===== src/ohlc_pkg.sv =====
// Shared types and constants of the OHLC bar aggregator.
// Widths, bar kind codes, register indexes, controller command and status.
// No dependencies.
`default_nettype none

package ohlc_pkg;

  localparam int unsigned TIME_W  = 32;
  localparam int unsigned PRICE_W = 40;
  localparam int unsigned BW_W    = 17;
  localparam int unsigned END_W   = TIME_W + 1;

  localparam logic [BW_W-1:0] BIN_WIDTH_RESET = BW_W'(3600);
  localparam int unsigned     MAX_GAP_BARS_DEF = 16;

  // Configuration port
  localparam int unsigned APB_DATA_W = 32;
  localparam int unsigned APB_ADDR_W = 2;
  localparam logic [APB_ADDR_W-1:0] REG_BIN_WIDTH = APB_ADDR_W'(0);

  // Long division: one quotient bit per cycle
  localparam int unsigned DIV_STEPS = TIME_W;
  localparam int unsigned DIV_CNT_W = $clog2(DIV_STEPS + 1);

  typedef enum logic [1:0] {
    KIND_FIRST  = 2'd0,
    KIND_NORMAL = 2'd1,
    KIND_GAP    = 2'd2
  } bar_kind_e;

  typedef struct packed {
    logic [TIME_W-1:0]  bar_time;
    logic [PRICE_W-1:0] bar_open;
    logic [PRICE_W-1:0] bar_high;
    logic [PRICE_W-1:0] bar_low;
    logic [PRICE_W-1:0] bar_close;
    bar_kind_e          bar_kind;
    logic               gaps_dropped;
    logic               last_result;
  } bar_t;

  typedef struct packed {
    logic latch;       // capture the accepted trade
    logic first_bar;   // emit bar 0 and open the batch
    logic update;      // fold the trade into the current bin
    logic div_start;   // start bin-crossing division
    logic div_short;   // quotient known to be zero
    logic setup;       // advance bin end, load gap run
    logic emit_cur;    // emit the finished bin
    logic emit_gap;    // emit one gap bar
    logic emit_eob;    // emit open bin and clear the batch
  } ctrl_cmd_t;

  typedef struct packed {
    logic started;
    logic beyond;
    logic small_step;
    logic has_trade;
    logic eob;
    logic shown_zero;
    logic gap_cnt_zero;
    logic gap_cnt_last;
    logic out_free;
    logic div_done;
  } ctrl_stat_t;

endpackage

`default_nettype wire


===== src/ohlc_trade_if.sv =====
// Trade input channel: valid/ready handshake with time, price and batch mark.
// Depends on ohlc_pkg.
`default_nettype none

interface ohlc_trade_if import ohlc_pkg::*; ();
  logic               valid;
  logic               ready;
  logic [TIME_W-1:0]  trade_time;
  logic [PRICE_W-1:0] trade_price;
  logic               end_of_batch;

  modport source (output valid, trade_time, trade_price, end_of_batch, input ready);
  modport sink   (input valid, trade_time, trade_price, end_of_batch, output ready);
endinterface

`default_nettype wire


===== src/ohlc_bar_if.sv =====
// Bar output channel: valid/ready handshake with one candlestick bar.
// Depends on ohlc_pkg.
`default_nettype none

interface ohlc_bar_if import ohlc_pkg::*; ();
  logic               valid;
  logic               ready;
  logic [TIME_W-1:0]  bar_time;
  logic [PRICE_W-1:0] bar_open;
  logic [PRICE_W-1:0] bar_high;
  logic [PRICE_W-1:0] bar_low;
  logic [PRICE_W-1:0] bar_close;
  logic [1:0]         bar_kind;
  logic               gaps_dropped;
  logic               last_result;

  modport source (output valid, bar_time, bar_open, bar_high, bar_low, bar_close,
                  bar_kind, gaps_dropped, last_result, input ready);
  modport sink   (input valid, bar_time, bar_open, bar_high, bar_low, bar_close,
                  bar_kind, gaps_dropped, last_result, output ready);
endinterface

`default_nettype wire


===== src/ohlc_div.sv =====
// Restoring divider, one quotient bit per cycle, with a zero-quotient shortcut.
// Depends on ohlc_pkg.
`default_nettype none

module ohlc_div import ohlc_pkg::*; (
  input  wire logic              clk_i,
  input  wire logic              rst_ni,
  input  wire logic              start_i,
  input  wire logic              short_i,
  input  wire logic [TIME_W-1:0] dividend_i,
  input  wire logic [BW_W-1:0]   divisor_i,
  output logic                   done_o,
  output logic [TIME_W-1:0]      quo_o,
  output logic [BW_W-1:0]        rem_o
);

  logic [DIV_CNT_W-1:0] cnt_q;
  logic [TIME_W-1:0]    quo_q;
  logic [BW_W-1:0]      rem_q;
  logic [BW_W:0]        shifted;
  logic [BW_W:0]        diff;
  logic                 fits;
  logic [BW_W-1:0]      rem_step;

  always_comb begin
    shifted  = {rem_q, quo_q[TIME_W-1]};
    diff     = shifted - {1'b0, divisor_i};
    fits     = shifted >= {1'b0, divisor_i};
    rem_step = fits ? diff[BW_W-1:0] : shifted[BW_W-1:0];
  end

  always_ff @(posedge clk_i or negedge rst_ni) begin
    if (!rst_ni) begin
      cnt_q <= '0;
    end else if (start_i) begin
      cnt_q <= short_i ? '0 : DIV_CNT_W'(DIV_STEPS);
    end else if (cnt_q != '0) begin
      cnt_q <= cnt_q - DIV_CNT_W'(1);
    end
  end

  always_ff @(posedge clk_i) begin
    if (start_i) begin
      if (short_i) begin
        // dividend already below divisor
        quo_q <= '0;
        rem_q <= dividend_i[BW_W-1:0];
      end else begin
        quo_q <= dividend_i;
        rem_q <= '0;
      end
    end else if (cnt_q != '0) begin
      quo_q <= {quo_q[TIME_W-2:0], fits};
      rem_q <= rem_step;
    end
  end

  assign done_o = (cnt_q == '0);
  assign quo_o  = quo_q;
  assign rem_o  = rem_q;

endmodule

`default_nettype wire


===== src/ohlc_dp.sv =====
// Datapath: trade capture, bin state, gap run counter, output bar register.
// Depends on ohlc_pkg and ohlc_div.
`default_nettype none

module ohlc_dp import ohlc_pkg::*; #(
  parameter int unsigned MAX_GAP_BARS = MAX_GAP_BARS_DEF
) (
  input  wire logic               clk_i,
  input  wire logic               rst_ni,
  input  wire ctrl_cmd_t          cmd_i,
  output ctrl_stat_t              stat_o,
  input  wire logic [BW_W-1:0]    bin_width_i,
  input  wire logic [TIME_W-1:0]  trade_time_i,
  input  wire logic [PRICE_W-1:0] trade_price_i,
  input  wire logic               end_of_batch_i,
  input  wire logic               out_ready_i,
  output logic                    out_valid_o,
  output bar_t                    bar_o
);

  localparam int unsigned GAP_W = $clog2(MAX_GAP_BARS + 2);

  // Captured trade
  logic [TIME_W-1:0]  t_q;
  logic [PRICE_W-1:0] p_q;
  logic               eob_q;

  // Batch state
  logic               started_q;
  logic               has_trade_q;
  logic               drop_flag_q;
  logic               drop_pend_q;
  logic [END_W-1:0]   bin_end_q;
  logic [PRICE_W-1:0] cur_open_q;
  logic [PRICE_W-1:0] cur_high_q;
  logic [PRICE_W-1:0] cur_low_q;
  logic [PRICE_W-1:0] last_price_q;
  logic [TIME_W-1:0]  last_time_q;
  logic [TIME_W-1:0]  last_bar_key_q;
  logic [TIME_W-1:0]  gap_key_q;
  logic [GAP_W-1:0]   gap_cnt_q;

  logic               out_valid_q;
  bar_t               bar_q;
  bar_t               bar_n;
  logic               load;

  logic [BW_W-1:0]    w_eff;
  logic [END_W-1:0]   t_ext;
  logic [END_W-1:0]   dm1;
  logic               beyond;
  logic               small_step;
  logic [END_W-1:0]   gaps;
  logic               drop;
  logic [GAP_W-1:0]   shown;
  logic [END_W-1:0]   new_end;
  logic [TIME_W-1:0]  gap_key_next;

  logic               div_done;
  logic [TIME_W-1:0]  quo;
  logic [BW_W-1:0]    rem;

  always_comb begin
    w_eff        = (bin_width_i == '0) ? BW_W'(1) : bin_width_i;
    t_ext        = {1'b0, t_q};
    beyond       = t_ext > bin_end_q;
    dm1          = t_ext - bin_end_q - END_W'(1);
    small_step   = dm1 < END_W'(w_eff);
    // bins crossed minus one is quo; new end lands in [t, t + w)
    gaps         = END_W'(quo) + END_W'(!has_trade_q);
    drop         = gaps > END_W'(MAX_GAP_BARS);
    shown        = drop ? GAP_W'(MAX_GAP_BARS) : gaps[GAP_W-1:0];
    new_end      = t_ext + END_W'(w_eff) - END_W'(1) - END_W'(rem);
    gap_key_next = gap_key_q + TIME_W'(w_eff);
  end

  ohlc_div u_div (
    .clk_i      (clk_i),
    .rst_ni     (rst_ni),
    .start_i    (cmd_i.div_start),
    .short_i    (cmd_i.div_short),
    .dividend_i (dm1[TIME_W-1:0]),
    .divisor_i  (w_eff),
    .done_o     (div_done),
    .quo_o      (quo),
    .rem_o      (rem)
  );

  // Next bar to present
  always_comb begin
    bar_n.bar_time     = last_time_q;
    bar_n.bar_open     = cur_open_q;
    bar_n.bar_high     = cur_high_q;
    bar_n.bar_low      = cur_low_q;
    bar_n.bar_close    = last_price_q;
    bar_n.bar_kind     = KIND_NORMAL;
    bar_n.gaps_dropped = drop_flag_q;
    bar_n.last_result  = 1'b1;
    if (cmd_i.first_bar) begin
      bar_n.bar_time  = t_q;
      bar_n.bar_open  = p_q;
      bar_n.bar_high  = p_q;
      bar_n.bar_low   = p_q;
      bar_n.bar_close = p_q;
      bar_n.bar_kind  = KIND_FIRST;
    end else if (cmd_i.emit_cur) begin
      bar_n.last_result = (gap_cnt_q == '0) && !eob_q;
    end else if (cmd_i.emit_gap) begin
      bar_n.bar_time    = gap_key_next;
      bar_n.bar_open    = last_price_q;
      bar_n.bar_high    = last_price_q;
      bar_n.bar_low     = last_price_q;
      bar_n.bar_kind    = KIND_GAP;
      bar_n.last_result = (gap_cnt_q == GAP_W'(1)) && !eob_q;
    end
    load = cmd_i.first_bar | cmd_i.emit_cur | cmd_i.emit_gap | cmd_i.emit_eob;
  end

  // Control state
  always_ff @(posedge clk_i or negedge rst_ni) begin
    if (!rst_ni) begin
      started_q   <= 1'b0;
      has_trade_q <= 1'b0;
      drop_flag_q <= 1'b0;
      drop_pend_q <= 1'b0;
      gap_cnt_q   <= '0;
      out_valid_q <= 1'b0;
    end else begin
      if (cmd_i.first_bar) begin
        started_q   <= !eob_q;
        has_trade_q <= 1'b0;
        drop_flag_q <= 1'b0;
      end else if (cmd_i.setup) begin
        has_trade_q <= 1'b0;
        drop_pend_q <= drop;
        gap_cnt_q   <= shown;
      end else if (cmd_i.update) begin
        has_trade_q <= 1'b1;
        drop_flag_q <= drop_flag_q | drop_pend_q;
        drop_pend_q <= 1'b0;
      end else if (cmd_i.emit_cur) begin
        drop_flag_q <= 1'b0;
      end else if (cmd_i.emit_gap) begin
        drop_flag_q <= 1'b0;
        gap_cnt_q   <= gap_cnt_q - GAP_W'(1);
      end else if (cmd_i.emit_eob) begin
        started_q   <= 1'b0;
        has_trade_q <= 1'b0;
        drop_flag_q <= 1'b0;
      end
      if (load) begin
        out_valid_q <= 1'b1;
      end else if (out_ready_i) begin
        out_valid_q <= 1'b0;
      end
    end
  end

  // Payload
  always_ff @(posedge clk_i) begin
    if (cmd_i.latch) begin
      t_q   <= trade_time_i;
      p_q   <= trade_price_i;
      eob_q <= end_of_batch_i;
    end
    if (cmd_i.first_bar) begin
      bin_end_q      <= t_ext + END_W'(w_eff);
      last_price_q   <= p_q;
      last_time_q    <= t_q;
      last_bar_key_q <= t_q;
    end
    if (cmd_i.setup) begin
      bin_end_q <= new_end;
      gap_key_q <= has_trade_q ? last_time_q : last_bar_key_q;
    end
    if (cmd_i.update) begin
      if (!has_trade_q) begin
        cur_open_q <= last_price_q;
        cur_high_q <= p_q;
        cur_low_q  <= p_q;
      end else begin
        if (p_q > cur_high_q) begin
          cur_high_q <= p_q;
        end
        if (p_q < cur_low_q) begin
          cur_low_q <= p_q;
        end
      end
      last_price_q <= p_q;
      last_time_q  <= t_q;
    end
    if (cmd_i.emit_cur) begin
      last_bar_key_q <= last_time_q;
    end
    if (cmd_i.emit_gap) begin
      gap_key_q <= gap_key_next;
    end
    if (load) begin
      bar_q <= bar_n;
    end
  end

  always_comb begin
    stat_o.started      = started_q;
    stat_o.beyond       = beyond;
    stat_o.small_step   = small_step;
    stat_o.has_trade    = has_trade_q;
    stat_o.eob          = eob_q;
    stat_o.shown_zero   = (shown == '0);
    stat_o.gap_cnt_zero = (gap_cnt_q == '0);
    stat_o.gap_cnt_last = (gap_cnt_q == GAP_W'(1));
    stat_o.out_free     = !out_valid_q || out_ready_i;
    stat_o.div_done     = div_done;
  end

  assign out_valid_o = out_valid_q;
  assign bar_o       = bar_q;

endmodule

`default_nettype wire


===== src/ohlc_ctrl.sv =====
// Controller: sequences trade capture, bin crossing, bar emission and batch end.
// Depends on ohlc_pkg.
`default_nettype none

module ohlc_ctrl import ohlc_pkg::*; (
  input  wire logic       clk_i,
  input  wire logic       rst_ni,
  input  wire logic       in_valid_i,
  output logic            in_ready_o,
  input  wire ctrl_stat_t stat_i,
  output ctrl_cmd_t       cmd_o
);

  typedef enum logic [7:0] {
    ST_IDLE   = 8'b0000_0001,
    ST_DECIDE = 8'b0000_0010,
    ST_DIV    = 8'b0000_0100,
    ST_SETUP  = 8'b0000_1000,
    ST_CUR    = 8'b0001_0000,
    ST_GAP    = 8'b0010_0000,
    ST_UPD    = 8'b0100_0000,
    ST_EOB    = 8'b1000_0000
  } ctrl_state_e;

  ctrl_state_e state_q;
  ctrl_state_e state_d;

  always_comb begin
    state_d    = state_q;
    cmd_o      = '0;
    in_ready_o = 1'b0;
    case (state_q)
      ST_IDLE: begin
        in_ready_o = 1'b1;
        if (in_valid_i) begin
          cmd_o.latch = 1'b1;
          state_d     = ST_DECIDE;
        end
      end
      ST_DECIDE: begin
        if (!stat_i.started) begin
          if (stat_i.out_free) begin
            cmd_o.first_bar = 1'b1;
            state_d         = ST_IDLE;
          end
        end else if (stat_i.beyond) begin
          cmd_o.div_start = 1'b1;
          cmd_o.div_short = stat_i.small_step;
          state_d         = ST_DIV;
        end else begin
          cmd_o.update = 1'b1;
          state_d      = stat_i.eob ? ST_EOB : ST_IDLE;
        end
      end
      ST_DIV: begin
        if (stat_i.div_done) begin
          state_d = ST_SETUP;
        end
      end
      ST_SETUP: begin
        cmd_o.setup = 1'b1;
        if (stat_i.has_trade) begin
          state_d = ST_CUR;
        end else if (!stat_i.shown_zero) begin
          state_d = ST_GAP;
        end else begin
          state_d = ST_UPD;
        end
      end
      ST_CUR: begin
        if (stat_i.out_free) begin
          cmd_o.emit_cur = 1'b1;
          state_d        = stat_i.gap_cnt_zero ? ST_UPD : ST_GAP;
        end
      end
      ST_GAP: begin
        if (stat_i.out_free) begin
          cmd_o.emit_gap = 1'b1;
          if (stat_i.gap_cnt_last) begin
            state_d = ST_UPD;
          end
        end
      end
      ST_UPD: begin
        cmd_o.update = 1'b1;
        state_d      = stat_i.eob ? ST_EOB : ST_IDLE;
      end
      ST_EOB: begin
        if (stat_i.out_free) begin
          cmd_o.emit_eob = 1'b1;
          state_d        = ST_IDLE;
        end
      end
      default: begin
        state_d = ST_IDLE;
      end
    endcase
  end

  always_ff @(posedge clk_i or negedge rst_ni) begin
    if (!rst_ni) begin
      state_q <= ST_IDLE;
    end else begin
      state_q <= state_d;
    end
  end

endmodule

`default_nettype wire


===== src/ohlc_bar_aggregator_top.sv =====
// Top level of the OHLC bar aggregator: APB register, controller and datapath.
// Depends on ohlc_pkg, ohlc_trade_if, ohlc_bar_if, ohlc_ctrl, ohlc_dp.
//
// Use:
//   trade_i carries time-ordered trades (time, price, end_of_batch); bar_o
//   carries candlestick bars, one per beat, last_result set on the final bar
//   that a trade causes. bin_width is written over the APB port at address 0
//   while the block is idle; pready is always high, reads of address 0 return bin_width.
// Sequence:
//   A trade that stays in the current bin takes the accept beat and the
//   decision state; one past the bin end adds setup, update and one emission
//   per bar, each waiting for a free output, and, more than one bin width past
//   it, the long division (one quotient bit per cycle) first. A batch's first
//   trade loads its bar in the decision state once the output is free; a later
//   end_of_batch trade closes its bin in the batch-end state. A trade is taken
//   only when the controller is idle; one output register holds the newest
//   bar, so the next trade is taken while it waits.
// Reset:
//   bin_width returns to 3600 and the batch is cleared: the next trade starts
//   a new batch with a first-trade bar.
// Stall:
//   While bar_o.ready is low the pending bar holds and the controller waits
//   before loading the next one; no bar is lost or repeated.
`default_nettype none

module ohlc_bar_aggregator_top import ohlc_pkg::*; #(
  parameter int unsigned MAX_GAP_BARS = MAX_GAP_BARS_DEF
) (
  input  wire logic                  clk_i,
  input  wire logic                  rst_ni,
  ohlc_trade_if.sink                 trade_i,
  ohlc_bar_if.source                 bar_o,
  input  wire logic                  psel,
  input  wire logic                  penable,
  input  wire logic                  pwrite,
  input  wire logic [APB_ADDR_W-1:0] paddr,
  input  wire logic [APB_DATA_W-1:0] pwdata,
  output logic [APB_DATA_W-1:0]      prdata,
  output logic                       pready
);

  logic [BW_W-1:0] bin_width_q;
  ctrl_cmd_t       cmd;
  ctrl_stat_t      stat;
  bar_t            bar;
  logic            in_ready;
  logic            out_valid;

  // Configuration register: written in the access phase of an APB write
  always_ff @(posedge clk_i or negedge rst_ni) begin
    if (!rst_ni) begin
      bin_width_q <= BIN_WIDTH_RESET;
    end else if (psel && penable && pwrite && (paddr == REG_BIN_WIDTH)) begin
      bin_width_q <= pwdata[BW_W-1:0];
    end
  end

  assign pready = 1'b1;
  assign prdata = (paddr == REG_BIN_WIDTH) ? APB_DATA_W'(bin_width_q) : '0;

  ohlc_ctrl u_ctrl (
    .clk_i      (clk_i),
    .rst_ni     (rst_ni),
    .in_valid_i (trade_i.valid),
    .in_ready_o (in_ready),
    .stat_i     (stat),
    .cmd_o      (cmd)
  );

  ohlc_dp #(
    .MAX_GAP_BARS (MAX_GAP_BARS)
  ) u_dp (
    .clk_i          (clk_i),
    .rst_ni         (rst_ni),
    .cmd_i          (cmd),
    .stat_o         (stat),
    .bin_width_i    (bin_width_q),
    .trade_time_i   (trade_i.trade_time),
    .trade_price_i  (trade_i.trade_price),
    .end_of_batch_i (trade_i.end_of_batch),
    .out_ready_i    (bar_o.ready),
    .out_valid_o    (out_valid),
    .bar_o          (bar)
  );

  assign trade_i.ready      = in_ready;
  assign bar_o.valid        = out_valid;
  assign bar_o.bar_time     = bar.bar_time;
  assign bar_o.bar_open     = bar.bar_open;
  assign bar_o.bar_high     = bar.bar_high;
  assign bar_o.bar_low      = bar.bar_low;
  assign bar_o.bar_close    = bar.bar_close;
  assign bar_o.bar_kind     = bar.bar_kind;
  assign bar_o.gaps_dropped = bar.gaps_dropped;
  assign bar_o.last_result  = bar.last_result;

endmodule

`default_nettype wire


===== src/flat_wrapper.sv =====
// flat-port wrapper written by rule: the top's interface ports become plain ports
module ohlc_bar_aggregator_top_flat import ohlc_pkg::*;
#(
  parameter int unsigned MAX_GAP_BARS = MAX_GAP_BARS_DEF
)
  (clk_i, rst_ni, psel, penable, pwrite, paddr, pwdata, prdata, pready, trade_i_valid, trade_i_trade_time, trade_i_trade_price, trade_i_end_of_batch, trade_i_ready, bar_o_valid, bar_o_bar_time, bar_o_bar_open, bar_o_bar_high, bar_o_bar_low, bar_o_bar_close, bar_o_bar_kind, bar_o_gaps_dropped, bar_o_last_result, bar_o_ready);
  ohlc_trade_if trade_i_i ();
  ohlc_bar_if bar_o_i ();
  input  wire logic clk_i;
  input  wire logic rst_ni;
  input  wire logic psel;
  input  wire logic penable;
  input  wire logic pwrite;
  input  wire logic [APB_ADDR_W-1:0] paddr;
  input  wire logic [APB_DATA_W-1:0] pwdata;
  output logic [APB_DATA_W-1:0] prdata;
  output logic pready;
  input wire logic [$bits(trade_i_i.valid)-1:0] trade_i_valid;
  input wire logic [$bits(trade_i_i.trade_time)-1:0] trade_i_trade_time;
  input wire logic [$bits(trade_i_i.trade_price)-1:0] trade_i_trade_price;
  input wire logic [$bits(trade_i_i.end_of_batch)-1:0] trade_i_end_of_batch;
  output wire logic [$bits(trade_i_i.ready)-1:0] trade_i_ready;
  output wire logic [$bits(bar_o_i.valid)-1:0] bar_o_valid;
  output wire logic [$bits(bar_o_i.bar_time)-1:0] bar_o_bar_time;
  output wire logic [$bits(bar_o_i.bar_open)-1:0] bar_o_bar_open;
  output wire logic [$bits(bar_o_i.bar_high)-1:0] bar_o_bar_high;
  output wire logic [$bits(bar_o_i.bar_low)-1:0] bar_o_bar_low;
  output wire logic [$bits(bar_o_i.bar_close)-1:0] bar_o_bar_close;
  output wire logic [$bits(bar_o_i.bar_kind)-1:0] bar_o_bar_kind;
  output wire logic [$bits(bar_o_i.gaps_dropped)-1:0] bar_o_gaps_dropped;
  output wire logic [$bits(bar_o_i.last_result)-1:0] bar_o_last_result;
  input wire logic [$bits(bar_o_i.ready)-1:0] bar_o_ready;
  assign trade_i_i.valid = trade_i_valid;
  assign trade_i_i.trade_time = trade_i_trade_time;
  assign trade_i_i.trade_price = trade_i_trade_price;
  assign trade_i_i.end_of_batch = trade_i_end_of_batch;
  assign trade_i_ready = trade_i_i.ready;
  assign bar_o_valid = bar_o_i.valid;
  assign bar_o_bar_time = bar_o_i.bar_time;
  assign bar_o_bar_open = bar_o_i.bar_open;
  assign bar_o_bar_high = bar_o_i.bar_high;
  assign bar_o_bar_low = bar_o_i.bar_low;
  assign bar_o_bar_close = bar_o_i.bar_close;
  assign bar_o_bar_kind = bar_o_i.bar_kind;
  assign bar_o_gaps_dropped = bar_o_i.gaps_dropped;
  assign bar_o_last_result = bar_o_i.last_result;
  assign bar_o_i.ready = bar_o_ready;
  ohlc_bar_aggregator_top #(.MAX_GAP_BARS(MAX_GAP_BARS)) u_core (.clk_i(clk_i), .rst_ni(rst_ni), .trade_i(trade_i_i), .bar_o(bar_o_i), .psel(psel), .penable(penable), .pwrite(pwrite), .paddr(paddr), .pwdata(pwdata), .prdata(prdata), .pready(pready));
endmodule

===== config.mk =====
export PLATFORM = sky130hd
export DESIGN_NAME = ohlc_bar_aggregator_top_flat
export DESIGN_NICKNAME = d
export VERILOG_FILES = /design/src/ohlc_pkg.sv /design/src/ohlc_trade_if.sv /design/src/ohlc_bar_if.sv /design/src/ohlc_div.sv /design/src/ohlc_dp.sv /design/src/ohlc_ctrl.sv /design/src/ohlc_bar_aggregator_top.sv /design/src/flat_wrapper.sv
export SDC_FILE = /design/constraint.sdc
export NUM_CORES = 1
export LEC_CHECK = 0
export BUFFER_PORTS_ARGS = -buffer_cell sky130_fd_sc_hd__buf_2
export CAP_MARGIN = 5
export CORE_MARGIN = 2
export CORE_UTILIZATION = 55
export CTS_CLUSTER_SIZE = 8
export DETAILED_ROUTE_END_ITERATION = 10
export PLACE_DENSITY_LB_ADDON = 0.05
export SLEW_MARGIN = 30
export SYNTH_ARGS = -nofsm -noshare
export SYNTH_HDL_FRONTEND = slang
export SYNTH_SLANG_ARGS = --single-unit
export TNS_END_PERCENT = 30

===== constraint.sdc =====
create_clock -name clk_i -period 17.1 [get_ports clk_i]
set_clock_uncertainty 0.1 [all_clocks]
set_input_delay 3.42 -clock clk_i [delete_from_list [all_inputs] [get_ports clk_i]]
set_output_delay 3.42 -clock clk_i [all_outputs]
set_load 0.005 [all_outputs]

==> impl_metrics.json, run 1 <==
{
  "crit_arrival_ns": 4.10,
  "start_util_pct": 55.7,
  "rrSetupSlack_ns": 10.04,
  "vias_per_cell": 5.83,
  "final_cells": 4383,
  "routed_wl_um": 93800,
  "die_area_um2": 64600,
  "grt_usage_pct": 28.9,
  "holdBufCountCts": 0,
  "grt_pass1_vias": 25100,
  "clkSinkCount": 648,
  "netlist_instances": 3187,
  "postCtsSetupBuffers": 0,
  "dr.pass1.iters": 5,
  "outcome": "finished clean",
  "tritoncts": "yes",
  "slowest_delay_ns": 0.29,
  "peakVddDrop_v": 0.000132,
  "ys_ff_latch": 648,
  "yosysWarnings": 0,
  "drt_iter0_markers": 1995,
  "worst-path-max-fanout": 17,
  "synthArstFlopShare_pct": 6.33,
  "grt_antenna_before_repair": 6,
  "crit_type": "in -> out",
  "final_common_cell": "edfxtp_1",
  "dp.cells": 4223,
  "vias": 25600,
  "ff2ff_path_depth": 21,
  "core-area_um2": 61800,
  "cp_slowest_cell": "buf_2",
  "numCtsBuffers": 91,
  "drc": 0,
  "reg2reg_from": "u_core.u_dp.t_q[0]",
  "gp_congestion": 0.915,
  "synth_ff_type": "edfxtp_1",
  "required_ns": 13.58,
  "drive_gt1_share_pct": 15.9,
  "timing.final.hold_violations": 0,
  "clk_pin_slew_ns": 0.05,
  "rsz0062_at_grt": "false",
  "grt_pass1_wl_um": 143000,
  "io_pins": 345,
  "grt-ovfl-total": 0,
  "relSlewSlack_pct": 36.8,
  "die_y_um": 254,
  "crit_chain": "buf_2, nor2_1, and2_1, buf_2",
  "crit_end": "prdata[0]",
  "fin_crit_ns": 7.62,
  "clk_latency_ns": 0.65,
  "finalCritPeriodShare_pct": 44.5,
  "tightest_slew_ns": 0.924,
  "ant_nets": 0,
  "grt_max_degree": 91,
  "clock-root-buffer": "clkbuf_16",
  "final_cell_mix": "edfxtp_1 (567), nand2_1 (450), buf_2 (313)",
  "synth-edff-count": 567,
  "crit_top_cell": "buf_2",
  "clock.fmax_mhz": 131,
  "clock_path_buffers": 3,
  "finalSetupViolations": 0,
  "min_path_type": "reg -> reg",
  "cp-start-kind": "primary input",
  "hpwlAfterDp_um": 66000,
  "end_kind": "output port",
  "num_rows": 91,
  "syn-cell-area_um2": 34400,
  "max-cap-violations": 0,
  "setup-tns-final_ns": 0,
  "ys_seq_area_share_pct": 54.8,
  "wl_per_cell_um": 21.4,
  "portBuffers": 313,
  "drv_slew": 0,
  "final_nets": 3802,
  "cts_max_level": 3,
  "syn_avg_cell_area_um2": 10.8,
  "p_leak_nw": 16.3,
  "die_width_um": 254,
  "nFillCells": 5018,
  "cts_resized": 0,
  "critPathLaunch": "paddr[1]",
  "p_per_area_nw_per_um2": 167,
  "synth_cell_types": 81,
  "r2r_end": "u_core.u_dp.u_div.quo_o[4]",
  "areaGrowthSynthToFinish_pct": 14.7
}
==> layout make-up <==
class | instances | area, um2 | area share [%]
multi-input combinational | 2185 | 14200 | 36.1
clock inverter | 7 | 173 | 0.438
timing repair buffer | 340 | 1810 | 4.58
clock buffer | 147 | 2520 | 6.38
tap | 837 | 1050 | 2.65
sequential | 648 | 18900 | 47.8
inverter | 215 | 808 | 2.05
antenna | 4 | 10.0 | 0.0254
==> sequential cells by signal, summed over array words and instances, names as in the netlist, 33 cells and up <==
| signal | count |
|---|---|
| u_core.u_dp.bin_end_q | 33 |
| u_core.u_dp.last_price_q | 40 |
| u_core.u_dp.bar_o | 196 |
| u_core.u_dp.p_q | 40 |
| u_core.u_dp.cur_high_q | 40 |
| u_core.u_dp.cur_low_q | 40 |
| u_core.u_dp.cur_open_q | 40 |
==> worst min-delay path by stage <==
| stage | start | to | depth (start not counted) |
|---|---|---|---|
| after CTS | u_core.u_dp.last_price_q[0] | u_core.u_dp.cur_open_q[0] | 0 |
| final | u_core.u_dp.last_price_q[0] | u_core.u_dp.cur_open_q[0] | 0 |
| after detailed placement | u_core.u_dp.last_price_q[0] | u_core.u_dp.cur_open_q[0] | 0 |
| after floorplan | u_core.u_dp.last_price_q[0] | u_core.u_dp.cur_open_q[0] | 0 |
| after global placement | u_core.u_dp.last_price_q[0] | u_core.u_dp.cur_open_q[0] | 0 |
| after global routing | u_core.u_dp.last_price_q[0] | u_core.u_dp.cur_open_q[0] | 0 |
==> metal layers <==
layer | share of wire (%) | vias up | GRT usage [%]
li1 | - | 12200 | -
met1 | 42 | 12400 | 36.8
met2 | 48 | 844 | 48.5
met3 | 5.7 | 193 | 4.62
met4 | 4.5 | 2 | 13.2
met5 | 0.013 | - | 0
==> where the power goes <==
part / leakage, nW / switching, mW / internal [mW] / total [mW]
clock: 1.28 / 0.679 / 1.02 / 1.70
sequential: 6.05 / 0.298 / 2.22 / 2.52
combinational: 9.00 / 1.42 / 0.935 / 2.36
total: 16.3 / 2.40 / 4.18 / 6.58
==> cell usage after synthesis, types with 36 or more instances <==
cell | number | area, um2
dfxtp_1 | 40 | 801
xor2_1 | 48 | 420
xnor2_1 | 93 | 815
a21o_1 | 65 | 488
nor2_1 | 164 | 616
clkbuf_1 | 129 | 484
edfxtp_1 | 567 | 17000
o21ai_0 | 161 | 806
nor2b_1 | 37 | 231
dfrtp_1 | 36 | 901
a21oi_1 | 310 | 1550
nor3_1 | 57 | 285
mux2_2 | 78 | 878
nand4_1 | 44 | 275
inv_1 | 214 | 803
nand3_1 | 56 | 280
nand2_1 | 452 | 1700
a211oi_1 | 38 | 285
ha_1 | 202 | 2530
==> critical path: cells and delay by family <==
family	cells	cell delay (ns)
AND/OR/NAND/NOR	2	0.27
buffers and inverters	2	0.41
==> cell families after synthesis <==
family | synth area share [%]
flops | 54.8
fa+ha+maj | 7.64
xor+xnor | 3.59
mux | 3.34
compound gates | 14.2
buf+inv | 4.27
other cells | 0.0218
simple gates | 12.2
==> stage by stage <==
| step | setup slack, ns | power [mW] | cell area [um2] | hold WS, ns | utilization (%) |
|---|---|---|---|---|---|
| global route | 9.45 | 6.98 | 39500 | 0.333 | 63.8 |
| global placement | 9.54 | 4.78 | 36700 | 0.316 | 59.4 |
| floorplan | 9.54 | 4.14 | 34500 | 0.308 | - |
| detailed placement | 9.50 | 4.87 | 36700 | 0.321 | 59.4 |
| finish | 9.48 | 6.58 | 39500 | 0.330 | 63.8 |
| CTS | 9.50 | 6.58 | 39400 | 0.329 | 63.7 |
(Power assumes the default switching activity.)
==> run 2: changes to the inputs <==
- ABC_AREA: default -> 1
- CORE_UTILIZATION: 55 -> 54
- clock period: 17.1 -> 6.5 ns (I/O delays scaled with it)
==> impl_metrics.json, run 2 <==
{
  "synth_top_cells_by_count": "nand2_1 (981), edfxtp_1 (567), inv_1 (517)",
  "grt-ovfl-total": 0,
  "core-area_um2": 65700,
  "hpwlAfterDp_um": 72300,
  "r2r_end": "u_core.u_dp.bin_end_q[24]",
  "yosysTopAreaCell": "edfxtp_1",
  "crit_arrival_ns": 5.43,
  "final_nets": 4584,
  "finalSetupViolations": 0,
  "timing.hold.ws_ns": 0.293,
  "power_frac_clock_pct": 24.6,
  "gp_congestion": 0.971,
  "drive_gt1_share_pct": 12.5,
  "cts_resized": 0,
  "tightest_slew_ns": 1.03,
  "crit_top_cell": "nand2_1",
  "ff2ff_path_depth": 24,
  "yosysWarnings": 0,
  "pre_cts_ws_ns": 1.48,
  "synth_ff_type": "edfxtp_1",
  "areaGrowthSynthToFinish_pct": 14.6,
  "grt_usage_pct": 28.8,
  "worst-path-max-fanout": 5,
  "critPathBufInv": 3,
  "seqPwrFrac_pct": 36.7,
  "grt_antenna_before_repair": 2,
  "cp-start-kind": "flop",
  "cts_max_level": 3,
  "clock-root-buffer": "clkbuf_16",
  "intPower_mw": 10.9,
  "syn-cell-area_um2": 35800,
  "crit_chain": "inv_1, nand3_1, nor2_1, nand2_1, nand2_1, ha_1, fa_1, nand2_1, nand2_1, o21ai_0, o21ai_0, xor2_1, ha_1, nand2_1, inv_1, nand2_1, o21ai_0, nand3_1, nand2_1, nand3_1, nand2_1, nor2_2, xor2_1, inv_1",
  "synthArstFlopShare_pct": 6.33,
  "portBuffers": 313,
  "switching_share_pct": 40.0,
  "ys_ff_latch": 648,
  "ys_seq_area_share_pct": 52.7,
  "cp_slowest_cell": "dfstp_2",
  "required_ns": 6.77,
  "crit_type": "reg -> reg",
  "grt_max_degree": 113,
  "final_cell_mix": "nand2_1 (979), edfxtp_1 (567), inv_1 (517)",
  "clk_latency_ns": 0.67,
  "timing.final.hold_violations": 0,
  "drc": 0,
  "synth-edff-count": 567,
  "cp_top_family": "simple AND/OR/NAND/NOR gates",
  "rrSetupSlack_ns": 1.35,
  "numCtsBuffers": 91,
  "setup-tns-final_ns": 0,
  "tritoncts": "yes",
  "layout_setup_ws_ns": 1.35,
  "synth_cell_types": 63,
  "routed_wl_um": 99400,
  "largest_register_ffs": 196,
  "fin_crit_ns": 5.15,
  "drt_iter0_markers": 2622,
  "nFillCells": 5777,
  "rsz0062_at_grt": "false",
  "final_util_pct": 62.4,
  "end_kind": "flop",
  "io_pins": 345,
  "p_comb_share_pct": 38.7,
  "start_util_pct": 54.4,
  "die_y_um": 261,
  "holdCritStartpoint": "u_core.u_dp.last_price_q[0]",
  "power_switching_mw": 7.29,
  "die_width_um": 261,
  "ant_nets": 0,
  "outcome": "finished clean",
  "syn_avg_cell_area_um2": 9.11,
  "vias": 28200,
  "drv_slew": 0,
  "max-cap-violations": 0,
  "clk_pin_slew_ns": 0.05,
  "clkSinkCount": 648,
  "peakVddDrop_v": 0.000338,
  "yosysMostFrequentCell": "nand2_1",
  "min_path_type": "reg -> reg",
  "slowest_delay_ns": 0.65,
  "finalCritPeriodShare_pct": 79.3,
  "num_rows": 94,
  "p_leak_nw": 18.4,
  "holdPathStages": 0,
  "reg2reg_from": "u_core.bin_width_q[9]",
  "relSlewSlack_pct": 31.3,
  "holdBufCountCts": 0,
  "wl_per_cell_um": 19.1,
  "clock_path_buffers": 3,
  "clock.fmax_mhz": 194,
  "synth_top_area_share_pct": 47.6,
  "p_per_area_nw_per_um2": 444,
  "hold_end": "u_core.u_dp.cur_open_q[0]",
  "vias_per_cell": 5.42,
  "dr.pass1.iters": 5,
  "netlist_instances": 3930,
  "yosys-top-cells-area": "edfxtp_1 (48%), nand2_1 (10%), ha_1 (7.1%), inv_1 (5.4%), o21ai_0 (4.4%)",
  "final_common_cell": "nand2_1",
  "postCtsSetupBuffers": 0,
  "grt_pass1_vias": 26600,
  "die_area_um2": 68400,
  "grt_pass1_wl_um": 151000
}
run 2: cell count changes after synthesis, sizes merged, moves of 60 or more:
cell	previous run	this run
nand2	452	992
inv	214	529
o21ai	163	326
nand3	56	199
nor2	164	295
a21oi	310	207
mux2	78	0
clkbuf	129	64
xnor2	93	33
run 2: cell families (layout without fill, tap and decap cells):
group,after synthesis,after routing,share of synthesized area [%]
flops,648,648,52.7
compound gates,646,646,9.93
mux,19,19,0.531
xor+xnor,110,110,2.71
fa+ha+maj,207,207,7.34
other cells,2,18,0.0210
buf+inv,651,1039,7.20
simple gates,1647,1647,19.6
run 2: through the flow:
stage               std cells  power [mW]  cell area [um2]
global route             5197        19.5            41000
global placement         5032        13.6            38200
detailed placement       5033        13.7            38200
CTS                      5195        18.3            41000
finish                   5198        18.2            41000
floorplan                3944        11.5            35900
run 2: how the worst max path moves through the flow:
stage | to | slack [ns] | from | cells after the start
final | u_core.u_dp.bin_end_q[24] | 1.35 | u_core.bin_width_q[9] | 24
after detailed placement | u_core.u_dp.bin_end_q[24] | 1.48 | u_core.bin_width_q[9] | 24
after global routing | u_core.u_dp.bin_end_q[29] | 1.06 | u_core.bin_width_q[9] | 27
after floorplan | u_core.u_dp.eob_q | 0.77 | bar_o_ready | 8
after global placement | u_core.u_dp.bin_end_q[24] | 1.48 | u_core.bin_width_q[9] | 24
after CTS | u_core.u_dp.bin_end_q[24] | 1.44 | u_core.bin_width_q[9] | 24
run 2: area by class of cell:
cell class	instances	area (um2)	share of cell area, %
Sequential cell	648	18900	46.0
Clock buffer	155	2550	6.21
Inverter	534	2010	4.91
Antenna cell	2	5.00	0.0122
Timing Repair Buffer	343	1850	4.51
Tap cell	864	1080	2.64
Clock inverter	7	185	0.451
Multi-Input combinational cell	2645	14500	35.3
run 2: power by group through the flow:
| stage | registers [mW] | clock network (mW) | logic [mW] |
|---|---|---|---|
| 3_5_place_dp | 6.75 | 0 | 6.96 |
| 3_3_place_gp | 6.74 | 0 | 6.89 |
| 2_1_floorplan | 6.43 | 0 | 5.08 |
| 5_1_grt | 6.76 | 4.73 | 7.99 |
| 4_1_cts | 6.68 | 4.56 | 7.02 |
| 6_report | 6.68 | 4.49 | 7.05 |
run 2: metal layers:
| metal | share of wire (%) | vias to the layer above | GRT usage (%) |
|---|---|---|---|
| li1 | - | 13900 | - |
| met1 | 42 | 13100 | 37.5 |
| met2 | 48 | 969 | 48.9 |
| met3 | 5.9 | 177 | 3.90 |
| met4 | 3.9 | 2 | 11.6 |
| met5 | 0.013 | - | 0 |
